**src/rtl/rlt_pkg.sv**
```systemverilog
// Shared types, codes and helper functions of the request lifecycle tracker.
package rlt_pkg;

    // Default number of table slots.
    localparam int SLOTS_DEFAULT = 16;

    // Depth of the command queue between front and back; a power of two.
    localparam int QUEUE_DEPTH = 2;

    // Operation codes.
    localparam logic [1:0] OP_SUBMIT     = 2'd0;
    localparam logic [1:0] OP_LOOKUP     = 2'd1;
    localparam logic [1:0] OP_TRANSITION = 2'd2;
    localparam logic [1:0] OP_CANCEL     = 2'd3;

    // Lifecycle states.
    localparam logic [2:0] LC_SUBMITTED = 3'd0;
    localparam logic [2:0] LC_QUEUED    = 3'd1;
    localparam logic [2:0] LC_ACTIVE    = 3'd2;
    localparam logic [2:0] LC_COMPLETE  = 3'd3;
    localparam logic [2:0] LC_FAILED    = 3'd4;
    localparam logic [2:0] LC_CANCELED  = 3'd5;

    // Result status codes.
    localparam logic [2:0] RC_OK      = 3'd0;
    localparam logic [2:0] RC_FULL    = 3'd1;
    localparam logic [2:0] RC_NOENT   = 3'd2;
    localparam logic [2:0] RC_DENIED  = 3'd3;
    localparam logic [2:0] RC_ILLEGAL = 3'd4;

    // One stored table entry.
    typedef struct packed {
        logic [31:0] id;
        logic [2:0]  lc_state;
        logic [3:0]  kind;
        logic [15:0] owner;
    } entry_t;

    // A classified command as it travels from front to back.
    typedef struct packed {
        logic        is_submit;
        logic        do_move;
        logic        check_owner;
        logic [2:0]  move_to;
        logic [31:0] request_id;
        logic [3:0]  request_kind;
        logic [15:0] owner_tag;
    } cmd_t;

    // Legal-move table of the lifecycle.
    function automatic logic move_allowed(input logic [2:0] from, input logic [2:0] to);
        logic ok;
        begin
            unique case (from)
                LC_SUBMITTED: ok = (to == LC_QUEUED) || (to == LC_CANCELED);
                LC_QUEUED:    ok = (to == LC_ACTIVE) || (to == LC_FAILED) || (to == LC_CANCELED);
                LC_ACTIVE:    ok = (to == LC_COMPLETE) || (to == LC_FAILED) || (to == LC_CANCELED);
                default:      ok = 1'b0;
            endcase
            return ok;
        end
    endfunction

    // True for states that no move leaves.
    function automatic logic ends_lifecycle(input logic [2:0] s);
        return (s == LC_COMPLETE) || (s == LC_FAILED) || (s == LC_CANCELED);
    endfunction

endpackage

```
**src/rtl/rlt_req_if.sv**
```systemverilog
// Request channel interface: valid/ready handshake with the operation payload.
interface rlt_req_if;
    logic        valid;
    logic        ready;
    logic [1:0]  opcode;
    logic [31:0] request_id;
    logic [2:0]  target_state;
    logic [3:0]  request_kind;
    logic [15:0] owner_tag;
    logic        admin_bypass;

    modport source (
        output valid, opcode, request_id, target_state, request_kind, owner_tag, admin_bypass,
        input  ready
    );

    modport sink (
        input  valid, opcode, request_id, target_state, request_kind, owner_tag, admin_bypass,
        output ready
    );
endinterface

```
**src/rtl/rlt_rsp_if.sv**
```systemverilog
// Response channel interface: valid/ready handshake with the result payload.
interface rlt_rsp_if;
    logic        valid;
    logic        ready;
    logic [2:0]  status;
    logic [31:0] result_id;
    logic [2:0]  entry_state;
    logic [3:0]  entry_kind;
    logic [15:0] entry_owner;
    logic [4:0]  active_count;

    modport source (
        output valid, status, result_id, entry_state, entry_kind, entry_owner, active_count,
        input  ready
    );

    modport sink (
        input  valid, status, result_id, entry_state, entry_kind, entry_owner, active_count,
        output ready
    );
endinterface

```
**src/rtl/rlt_ram.sv**
```systemverilog
// Generic single-write, single-read RAM with registered read data.
module rlt_ram #(
    parameter int WIDTH = 8,
    parameter int DEPTH = 16
) (
    input  logic                     clk,
    input  logic                     wr_en,
    input  logic [$clog2(DEPTH)-1:0] wr_addr,
    input  logic [WIDTH-1:0]         wr_data,
    input  logic [$clog2(DEPTH)-1:0] rd_addr,
    output logic [WIDTH-1:0]         rd_data
);

    logic [WIDTH-1:0] mem_reg [DEPTH];
    logic [WIDTH-1:0] rd_data_reg;

    // Write port.
    always_ff @(posedge clk)
    begin
        if (wr_en)
        begin
            mem_reg[wr_addr] <= wr_data;
        end
    end

    // Registered read port.
    always_ff @(posedge clk)
    begin
        rd_data_reg <= mem_reg[rd_addr];
    end

    assign rd_data = rd_data_reg;

endmodule

```
**src/rtl/rlt_front.sv**
```systemverilog
// Front end: accepts requests, classifies them and queues them for the back end.
module rlt_front (
    input  logic           clk,
    input  logic           rst_n,
    rlt_req_if.sink        req,
    output logic           q_valid,
    output rlt_pkg::cmd_t  q_cmd,
    input  logic           q_pop
);

    localparam int QD = rlt_pkg::QUEUE_DEPTH;
    localparam int QW = (QD > 1) ? $clog2(QD) : 1;

    rlt_pkg::cmd_t  fifo_reg [QD];
    logic [QW-1:0]  wr_ptr_reg;
    logic [QW-1:0]  rd_ptr_reg;
    logic [QW:0]    count_reg;
    rlt_pkg::cmd_t  cmd_in;
    logic           push;
    logic           pop;

    // Classify the incoming operation.
    always_comb
    begin
        cmd_in.is_submit    = (req.opcode == rlt_pkg::OP_SUBMIT);
        cmd_in.do_move      = (req.opcode == rlt_pkg::OP_TRANSITION) ||
                              (req.opcode == rlt_pkg::OP_CANCEL);
        cmd_in.check_owner  = (req.opcode == rlt_pkg::OP_CANCEL) && !req.admin_bypass;
        cmd_in.move_to      = (req.opcode == rlt_pkg::OP_CANCEL) ? rlt_pkg::LC_CANCELED
                                                                 : req.target_state;
        cmd_in.request_id   = req.request_id;
        cmd_in.request_kind = req.request_kind;
        cmd_in.owner_tag    = req.owner_tag;
    end

    assign req.ready = (count_reg != (QW+1)'(QD));
    assign push      = req.valid && req.ready;
    assign q_valid   = (count_reg != '0);
    assign pop       = q_pop && q_valid;
    assign q_cmd     = fifo_reg[rd_ptr_reg];

    // Queue storage.
    always_ff @(posedge clk)
    begin
        if (push)
        begin
            fifo_reg[wr_ptr_reg] <= cmd_in;
        end
    end

    // Queue pointers and fill level.
    always_ff @(posedge clk or negedge rst_n)
    begin
        if (!rst_n)
        begin
            wr_ptr_reg <= '0;
            rd_ptr_reg <= '0;
            count_reg  <= '0;
        end
        else
        begin
            if (push)
            begin
                wr_ptr_reg <= wr_ptr_reg + QW'(1);
            end
            if (pop)
            begin
                rd_ptr_reg <= rd_ptr_reg + QW'(1);
            end
            if (push && !pop)
            begin
                count_reg <= count_reg + (QW+1)'(1);
            end
            else if (pop && !push)
            begin
                count_reg <= count_reg - (QW+1)'(1);
            end
        end
    end

endmodule

```
**src/rtl/rlt_back.sv**
```systemverilog
// Back end: scans the slot table, applies the operation and registers the result.
module rlt_back #(
    parameter int SLOTS = rlt_pkg::SLOTS_DEFAULT
) (
    input  logic           clk,
    input  logic           rst_n,
    input  logic           q_valid,
    input  rlt_pkg::cmd_t  q_cmd,
    output logic           q_pop,
    rlt_rsp_if.source      rsp
);

    localparam int IW     = $clog2(SLOTS);
    localparam int LIVE_W = $clog2(SLOTS + 1);
    localparam int ENT_W  = $bits(rlt_pkg::entry_t);
    localparam logic [IW:0] SCAN_END = (IW+1)'(SLOTS);

    localparam logic [1:0] S_IDLE = 2'd0;
    localparam logic [1:0] S_FREE = 2'd1;
    localparam logic [1:0] S_FIND = 2'd2;
    localparam logic [1:0] S_EXEC = 2'd3;

    logic [1:0]          state_reg, state_next;
    rlt_pkg::cmd_t       cmd_reg, cmd_next;
    logic [SLOTS-1:0]    used_reg, used_next;
    logic [31:0]         next_id_reg, next_id_next;
    logic [LIVE_W-1:0]   live_reg, live_next;
    logic [IW:0]         scan_reg, scan_next;
    logic                cmp_valid_reg, cmp_valid_next;
    logic [IW-1:0]       cmp_idx_reg, cmp_idx_next;
    logic                hit_reg, hit_next;
    logic [IW-1:0]       hit_idx_reg, hit_idx_next;
    rlt_pkg::entry_t     entry_reg, entry_next;

    logic                out_valid_reg, out_valid_next;
    logic [2:0]          status_reg;
    rlt_pkg::entry_t     res_reg;
    logic [4:0]          active_reg;

    logic [ENT_W-1:0]    ram_rdata;
    rlt_pkg::entry_t     rd_entry;
    logic                ram_we;

    logic [2:0]          ex_status;
    rlt_pkg::entry_t     ex_res;
    logic                ex_write;
    logic [LIVE_W-1:0]   ex_live;
    logic [LIVE_W+4:0]   ex_live_wide;
    logic [4:0]          ex_active;
    logic                commit;

    // Entry storage: id, state, kind and owner of every slot.
    rlt_ram #(
        .WIDTH (ENT_W),
        .DEPTH (SLOTS)
    ) u_entry_ram (
        .clk     (clk),
        .wr_en   (ram_we),
        .wr_addr (hit_idx_reg),
        .wr_data (ENT_W'(ex_res)),
        .rd_addr (scan_reg[IW-1:0]),
        .rd_data (ram_rdata)
    );

    assign rd_entry = rlt_pkg::entry_t'(ram_rdata);

    // Outcome of the operation once the scan has settled on a slot or none.
    always_comb
    begin
        ex_status = rlt_pkg::RC_OK;
        ex_res    = entry_reg;
        ex_write  = 1'b0;
        ex_live   = live_reg;
        if (cmd_reg.is_submit)
        begin
            if (hit_reg)
            begin
                ex_res.id       = next_id_reg;
                ex_res.lc_state = rlt_pkg::LC_SUBMITTED;
                ex_res.kind     = cmd_reg.request_kind;
                ex_res.owner    = cmd_reg.owner_tag;
                ex_write        = 1'b1;
                ex_live         = live_reg + LIVE_W'(1);
            end
            else
            begin
                ex_status = rlt_pkg::RC_FULL;
                ex_res    = '0;
            end
        end
        else if (!hit_reg)
        begin
            ex_status = rlt_pkg::RC_NOENT;
            ex_res    = '0;
            ex_res.id = cmd_reg.request_id;
        end
        else if (cmd_reg.do_move)
        begin
            if (cmd_reg.check_owner && (entry_reg.owner != cmd_reg.owner_tag))
            begin
                ex_status = rlt_pkg::RC_DENIED;
            end
            else if (!rlt_pkg::move_allowed(entry_reg.lc_state, cmd_reg.move_to))
            begin
                ex_status = rlt_pkg::RC_ILLEGAL;
            end
            else
            begin
                ex_res.lc_state = cmd_reg.move_to;
                ex_write        = 1'b1;
                if (rlt_pkg::ends_lifecycle(cmd_reg.move_to) && (live_reg != '0))
                begin
                    ex_live = live_reg - LIVE_W'(1);
                end
            end
        end
    end

    // Reported count saturates at the field's maximum.
    assign ex_live_wide = {5'd0, ex_live};
    assign ex_active    = (ex_live_wide > (LIVE_W+5)'(31)) ? 5'd31 : ex_live_wide[4:0];

    assign commit = (state_reg == S_EXEC) && (!out_valid_reg || rsp.ready);
    assign ram_we = commit && ex_write;

    // Sequencer: take a command, scan for a slot, then commit the result.
    always_comb
    begin
        state_next     = state_reg;
        cmd_next       = cmd_reg;
        used_next      = used_reg;
        next_id_next   = next_id_reg;
        live_next      = live_reg;
        scan_next      = scan_reg;
        cmp_valid_next = cmp_valid_reg;
        cmp_idx_next   = cmp_idx_reg;
        hit_next       = hit_reg;
        hit_idx_next   = hit_idx_reg;
        entry_next     = entry_reg;
        q_pop          = 1'b0;
        out_valid_next = out_valid_reg && !rsp.ready;
        unique case (state_reg)
            S_IDLE:
            begin
                if (q_valid)
                begin
                    q_pop          = 1'b1;
                    cmd_next       = q_cmd;
                    scan_next      = '0;
                    cmp_valid_next = 1'b0;
                    state_next     = q_cmd.is_submit ? S_FREE : S_FIND;
                end
            end
            S_FREE:
            begin
                // One used bit per cycle, lowest slot first.
                if (scan_reg == SCAN_END)
                begin
                    hit_next   = 1'b0;
                    state_next = S_EXEC;
                end
                else if (!used_reg[scan_reg[IW-1:0]])
                begin
                    hit_next     = 1'b1;
                    hit_idx_next = scan_reg[IW-1:0];
                    state_next   = S_EXEC;
                end
                else
                begin
                    scan_next = scan_reg + (IW+1)'(1);
                end
            end
            S_FIND:
            begin
                // Read one slot per cycle; compare the slot read in the cycle before.
                if (cmp_valid_reg && used_reg[cmp_idx_reg] &&
                    (rd_entry.id == cmd_reg.request_id))
                begin
                    hit_next     = 1'b1;
                    hit_idx_next = cmp_idx_reg;
                    entry_next   = rd_entry;
                    state_next   = S_EXEC;
                end
                else if (scan_reg == SCAN_END)
                begin
                    hit_next   = 1'b0;
                    state_next = S_EXEC;
                end
                else
                begin
                    cmp_valid_next = 1'b1;
                    cmp_idx_next   = scan_reg[IW-1:0];
                    scan_next      = scan_reg + (IW+1)'(1);
                end
            end
            S_EXEC:
            begin
                if (commit)
                begin
                    out_valid_next = 1'b1;
                    live_next      = ex_live;
                    if (cmd_reg.is_submit && hit_reg)
                    begin
                        used_next[hit_idx_reg] = 1'b1;
                        next_id_next           = next_id_reg + 32'd1;
                    end
                    state_next = S_IDLE;
                end
            end
            default:
            begin
                state_next = S_IDLE;
            end
        endcase
    end

    // Control state.
    always_ff @(posedge clk or negedge rst_n)
    begin
        if (!rst_n)
        begin
            state_reg     <= S_IDLE;
            used_reg      <= '0;
            next_id_reg   <= 32'd1;
            live_reg      <= '0;
            scan_reg      <= '0;
            cmp_valid_reg <= 1'b0;
            hit_reg       <= 1'b0;
            out_valid_reg <= 1'b0;
        end
        else
        begin
            state_reg     <= state_next;
            used_reg      <= used_next;
            next_id_reg   <= next_id_next;
            live_reg      <= live_next;
            scan_reg      <= scan_next;
            cmp_valid_reg <= cmp_valid_next;
            hit_reg       <= hit_next;
            out_valid_reg <= out_valid_next;
        end
    end

    // Payload registers: command, scan position, captured entry and result.
    always_ff @(posedge clk)
    begin
        cmd_reg     <= cmd_next;
        cmp_idx_reg <= cmp_idx_next;
        hit_idx_reg <= hit_idx_next;
        entry_reg   <= entry_next;
        if (commit)
        begin
            status_reg <= ex_status;
            res_reg    <= ex_res;
            active_reg <= ex_active;
        end
    end

    assign rsp.valid        = out_valid_reg;
    assign rsp.status       = status_reg;
    assign rsp.result_id    = res_reg.id;
    assign rsp.entry_state  = res_reg.lc_state;
    assign rsp.entry_kind   = res_reg.kind;
    assign rsp.entry_owner  = res_reg.owner;
    assign rsp.active_count = active_reg;

endmodule

```
**src/rtl/request_lifecycle_tracker.sv**
```systemverilog
// Top level of the request lifecycle tracker: front end, command queue and back end.
//
//   channel | modport | transfer carries
//   --------+---------+---------------------------------------------------------------
//   req     | sink    | opcode, request_id, target_state, request_kind, owner_tag, admin_bypass
//   rsp     | source  | status, result_id, entry_state, entry_kind, entry_owner, active_count
//
// Each operation is one scan of the slot table, one slot per cycle: a submit scans the used
// bits for the first free slot, a lookup, move or cancel reads the entries for a matching
// id, and the scan ends after the last slot when nothing matches. The single table read
// port sets that pace. Reset clears the used bits, the live count and sets the next id to
// one; entry contents need no clearing. A two-entry queue lets requests be taken while the
// back end works, and a registered result waits for rsp.ready without losing data.
module request_lifecycle_tracker #(
    parameter int SLOTS = rlt_pkg::SLOTS_DEFAULT
) (
    input  logic       clk,
    input  logic       rst_n,
    rlt_req_if.sink    req,
    rlt_rsp_if.source  rsp
);

    logic           q_valid;
    logic           q_pop;
    rlt_pkg::cmd_t  q_cmd;

    // Accept and classify requests.
    rlt_front u_front (
        .clk     (clk),
        .rst_n   (rst_n),
        .req     (req),
        .q_valid (q_valid),
        .q_cmd   (q_cmd),
        .q_pop   (q_pop)
    );

    // Carry out operations against the slot table.
    rlt_back #(
        .SLOTS (SLOTS)
    ) u_back (
        .clk     (clk),
        .rst_n   (rst_n),
        .q_valid (q_valid),
        .q_cmd   (q_cmd),
        .q_pop   (q_pop),
        .rsp     (rsp)
    );

endmodule
```
**src/flat_wrapper.sv**
```systemverilog
// flat-port wrapper written by rule: the top's interface ports become plain ports
module request_lifecycle_tracker_flat 
#(
    parameter int SLOTS = rlt_pkg::SLOTS_DEFAULT
)
  (clk, rst_n, req_valid, req_opcode, req_request_id, req_target_state, req_request_kind, req_owner_tag, req_admin_bypass, req_ready, rsp_valid, rsp_status, rsp_result_id, rsp_entry_state, rsp_entry_kind, rsp_entry_owner, rsp_active_count, rsp_ready);
  rlt_req_if req_i ();
  rlt_rsp_if rsp_i ();
  input  logic clk;
  input  logic rst_n;
  input wire logic [$bits(req_i.valid)-1:0] req_valid;
  input wire logic [$bits(req_i.opcode)-1:0] req_opcode;
  input wire logic [$bits(req_i.request_id)-1:0] req_request_id;
  input wire logic [$bits(req_i.target_state)-1:0] req_target_state;
  input wire logic [$bits(req_i.request_kind)-1:0] req_request_kind;
  input wire logic [$bits(req_i.owner_tag)-1:0] req_owner_tag;
  input wire logic [$bits(req_i.admin_bypass)-1:0] req_admin_bypass;
  output wire logic [$bits(req_i.ready)-1:0] req_ready;
  output wire logic [$bits(rsp_i.valid)-1:0] rsp_valid;
  output wire logic [$bits(rsp_i.status)-1:0] rsp_status;
  output wire logic [$bits(rsp_i.result_id)-1:0] rsp_result_id;
  output wire logic [$bits(rsp_i.entry_state)-1:0] rsp_entry_state;
  output wire logic [$bits(rsp_i.entry_kind)-1:0] rsp_entry_kind;
  output wire logic [$bits(rsp_i.entry_owner)-1:0] rsp_entry_owner;
  output wire logic [$bits(rsp_i.active_count)-1:0] rsp_active_count;
  input wire logic [$bits(rsp_i.ready)-1:0] rsp_ready;
  assign req_i.valid = req_valid;
  assign req_i.opcode = req_opcode;
  assign req_i.request_id = req_request_id;
  assign req_i.target_state = req_target_state;
  assign req_i.request_kind = req_request_kind;
  assign req_i.owner_tag = req_owner_tag;
  assign req_i.admin_bypass = req_admin_bypass;
  assign req_ready = req_i.ready;
  assign rsp_valid = rsp_i.valid;
  assign rsp_status = rsp_i.status;
  assign rsp_result_id = rsp_i.result_id;
  assign rsp_entry_state = rsp_i.entry_state;
  assign rsp_entry_kind = rsp_i.entry_kind;
  assign rsp_entry_owner = rsp_i.entry_owner;
  assign rsp_active_count = rsp_i.active_count;
  assign rsp_i.ready = rsp_ready;
  request_lifecycle_tracker #(.SLOTS(SLOTS)) u_core (.clk(clk), .rst_n(rst_n), .req(req_i), .rsp(rsp_i));
endmodule
```
**config.mk**
```make
export PLATFORM = sky130hd
export DESIGN_NAME = request_lifecycle_tracker_flat
export DESIGN_NICKNAME = d
export VERILOG_FILES = /design/src/rtl/rlt_pkg.sv /design/src/rtl/rlt_req_if.sv /design/src/rtl/rlt_rsp_if.sv /design/src/rtl/rlt_ram.sv /design/src/rtl/rlt_front.sv /design/src/rtl/rlt_back.sv /design/src/rtl/request_lifecycle_tracker.sv /design/src/flat_wrapper.sv
export SDC_FILE = /design/constraint.sdc
export NUM_CORES = 1
export LEC_CHECK = 0
export BUFFER_PORTS_ARGS = -buffer_cell sky130_fd_sc_hd__buf_2
export CAP_MARGIN = 20
export CORE_ASPECT_RATIO = 1.25
export CORE_UTILIZATION = 28
export CTS_BUF_LIST = sky130_fd_sc_hd__clkbuf_16
export CTS_CLUSTER_DIAMETER = 150
export DETAILED_ROUTE_END_ITERATION = 7
export GPL_TIMING_DRIVEN = 0
export PLACE_DENSITY = 0.48
export SETUP_SLACK_MARGIN = 0.15
export SLEW_MARGIN = 40
export SYNTH_ARGS = -nofsm -noshare
export SYNTH_HDL_FRONTEND = slang
export SYNTH_SLANG_ARGS = --single-unit
```
**constraint.sdc**
```tcl
create_clock -name clk -period 21.7 [get_ports clk]
set_clock_uncertainty 0.15 [all_clocks]
set_input_delay 3.255 -clock clk [delete_from_list [all_inputs] [get_ports clk]]
set_output_delay 3.255 -clock clk [all_outputs]
set_load 0.02 [all_outputs]
```
==> reports/results.txt <==
Detailed router's first-iteration violation count: 2666
Worst endpoint required time: 21.99 ns
Crit path largest cell delay: 0.56 ns
Site Rows: 171
Grt ovf: 0
Nets: 2892
Layout cell share with drive strength beyond 1: 0.377
Vias post-DR: 24700
Fin crit share: 0.262
Syn_nets: 2331
Die Span Y: 470 um
Root Driver: clkbuf_16
DPL Wire Length: 96300 um
# placed instances: 5011
Total Wirelength: 135000 um
Antenna violations before repair: 11
CP Launch Type: input port
Initial core utilization: 0.282
Clock-pin slew on the worst setup and hold paths: 0.06 ns
Max Slew Vio Count: 0
Sink Count: 1302
Number of top-level pins: 127
Number of remaining DRC errors: 0
Drt pass-1 iters: 6
Total Routing Usage GR: 0.153
HP Class: flip-flop to flip-flop
Final setup fails: 0
Vias per cell: 4.68
Non-Filler Instances: 5272
TritonCTS clock tree: built
CTS Buf Count: 140
Post-route minimum period: 5.69 ns
Final hold vios: 0
Post-synthesis cell area: 49000 um^2
Most common cell on crit path: buf_2
Synth cell types: 54
H-tree Lvls: 4
Max clock buf depth: 3
Area grow syn2layout: 21.7%
Max reg flops: 880
Peak supply drop: 0.0864 mV
LEAKAGE: 20.4 nW
Crit path max-delay family: buffers and inverters
Post-synth ARST share: 0.0515
Post-synthesis register bit count: 1302
Worst-Margin Slew: 0.892 ns
Die Wd: 376 um
Met3 Use GR: 0.0273
Hold bufs inserted after CTS: 0
Max Fclk: 0.176 GHz
Core area: 174000 um^2
RSZ-0062 raised after global routing: false
Antenna-violating nets left: 0
CP Buf/Inv Count: 6
Power per cell area: 126 nW/um^2
I/O Buffers: 126
Largest net degree at the start of global routing: 40
Gpl congestion: 0.822
GR Util met1: 0.208
Final Util: 0.344
Max-Cap Viols: 0
GR peak layer: met2
Syn Inst Count: 2257
# Post-CTS Setup Buffers: 0
Crit. End Element: flip-flop
Crit-path max FO: 10
Rel. slew slack: 0.405
Register area share after synthesis: 0.779
Power, Total: 7.55 mW
Routed wire per std cell: 25.6 um
Slowest library cell on the worst path: nor3_2
R2R Setup Slk: 16.96 ns
Run status: complete, no violations
Met2 usage: 0.248
Worst-path cell chain: buf_2 -> nand2b_1 -> and3_1 -> o21ai_2 -> clkbuf_1 -> nor3_2 -> buf_2 -> buf_4 -> buf_4 -> buf_2
First-pass GRT wire length: 191000 um
Classification of the worst setup path: input port to flip-flop
Cts repair resizes: 0
Dominant synthesized flop cell: edfxtp_1
Number of global-route vias before repair: 25900
Setup TNS: 0 ns
Arr. time, crit path: 5.98 ns
Die Area: 177000 um^2
Post-synth EDFFs: 1180
Yosys warnings: 0
Skew-Pair Late Insertion Delay: 0.79 ns
Mapped Avg Cell Area: 21.7 um^2
-- layout by cell type (no fill, tap or decap), types with 11 or more instances in the layout --
cell type and instances:
bufinv_16 11, o21ai_2 33, buf_6 21, buf_4 139
o21bai_1 16, clkbuf_1 19, o21ai_0 13, nor2_2 21
clkbuf_16 145, nand2b_1 12, and3_1 15, buf_2 278
nor3_2 12, nor2_1 22, mux4_2 281, mux2_2 62
dfrtp_1 66, edfxtp_1 1180, nand4_1 20, clkinv_2 15
dfxtp_1 55, nand3_1 20, nand2_1 73, xnor2_1 71
clkinv_1 37, ha_1 12, xor2_1 20, inv_1 53
mux2i_1 66, clkbuf_2 41
-- cell type report --
cell class              count  area (um^2)
multi-input cells         838        10700
flip-flops and latches   1302        38200
diodes                      2         5.00
well taps                2335         2920
inverters                  16         65.1
fillers                 16400       114000
repair buffers            419         2850
clock buffers             145         3630
clock inverters           114          883
plain buffers             101          474
-- cell usage after synthesis, drive strengths merged, types with 2 or more instances --
cell type,n,share of area
a41o,2,0.00041
clkbuf,59,0.0045
mux2i,66,0.013
ha,12,0.0031
nand3,20,0.0020
inv,15,0.0011
o21ai,48,0.0050
nor3,17,0.0017
xor2,20,0.0036
and3,16,0.0020
a2bb2oi,2,0.00036
or3,2,0.00026
nand4,20,0.0026
a31oi,3,0.00038
a21oi,8,0.00082
dfrtp,66,0.034
nor2,46,0.0035
nor4,9,0.0013
mux2,62,0.014
buf,42,0.0038
xnor2,71,0.013
o22ai,2,0.00026
a221o,2,0.00041
nor2b,4,0.00051
dfxtp,55,0.022
mux4,281,0.13
nand2,74,0.0057
and2,6,0.00077
o21bai,16,0.0024
nand2b,12,0.0015
a22oi,2,0.00031
or2,2,0.00026
edfxtp,1180,0.72
-- metal layers --
layer | vias to the layer above | wire length (um)
met1 | 13100 | 58400
met5 | - | 0
li1 | 10400 | -
met3 | 218 | 8080
met2 | 929 | 65100
met4 | 0 | 3520
-- report_power, final --
part | switching (mW) | internal [mW] | total [mW] | leakage [nW]
clock | 0.992 | 1.35 | 2.34 | 2.35
combinational | 1.10 | 0.737 | 1.84 | 5.92
sequential | 0.163 | 3.21 | 3.37 | 12.1
-- through the flow --
step                instance area, um^2  hold slack, ns  setup WS (ns)
finish                            59700           0.248          16.01
global route                      59700           0.261          15.92
CTS                               59600           0.254          16.10
detailed placement                55100           0.240          15.32
global placement                  52600           0.237           2.85
floorplan                         49000           0.236          11.97
-- cells by family after synthesis --
group,synth area share
buffers and inverters,0.00957
and+or+nand+nor,0.0236
adders and majority gates,0.00306
DFF,0.779
xor gates and xnor gates,0.0163
AOI/OAI and AO/OA,0.0117
muxes,0.157
-- final timing paths --
kind                                                          startpoint                                                   to  cells after the start
setup reg to reg                    u_core.u_back.entry_reg[3]$_DFFE_PP_  u_core.u_back.u_entry_ram.mem_reg[12][52]$_DFFE_PP_                     11
min in group asynchronous                                          rst_n                u_core.u_front.wr_ptr_reg$_DFFE_PN0P_                      1
setup / recovery                                               rsp_ready  u_core.u_back.u_entry_ram.mem_reg[12][52]$_DFFE_PP_                     10
hold reg to reg            u_core.u_back.u_entry_ram.rd_data[11]$_DFF_P_                u_core.u_back.entry_reg[11]$_DFFE_PP_                      0
max in group asynchronous                                          rst_n               u_core.u_back.used_reg[12]$_DFFE_PN0P_                      2
hold / removal             u_core.u_back.u_entry_ram.rd_data[11]$_DFF_P_                u_core.u_back.entry_reg[11]$_DFFE_PP_                      0
(Power assumes the default switching activity.)
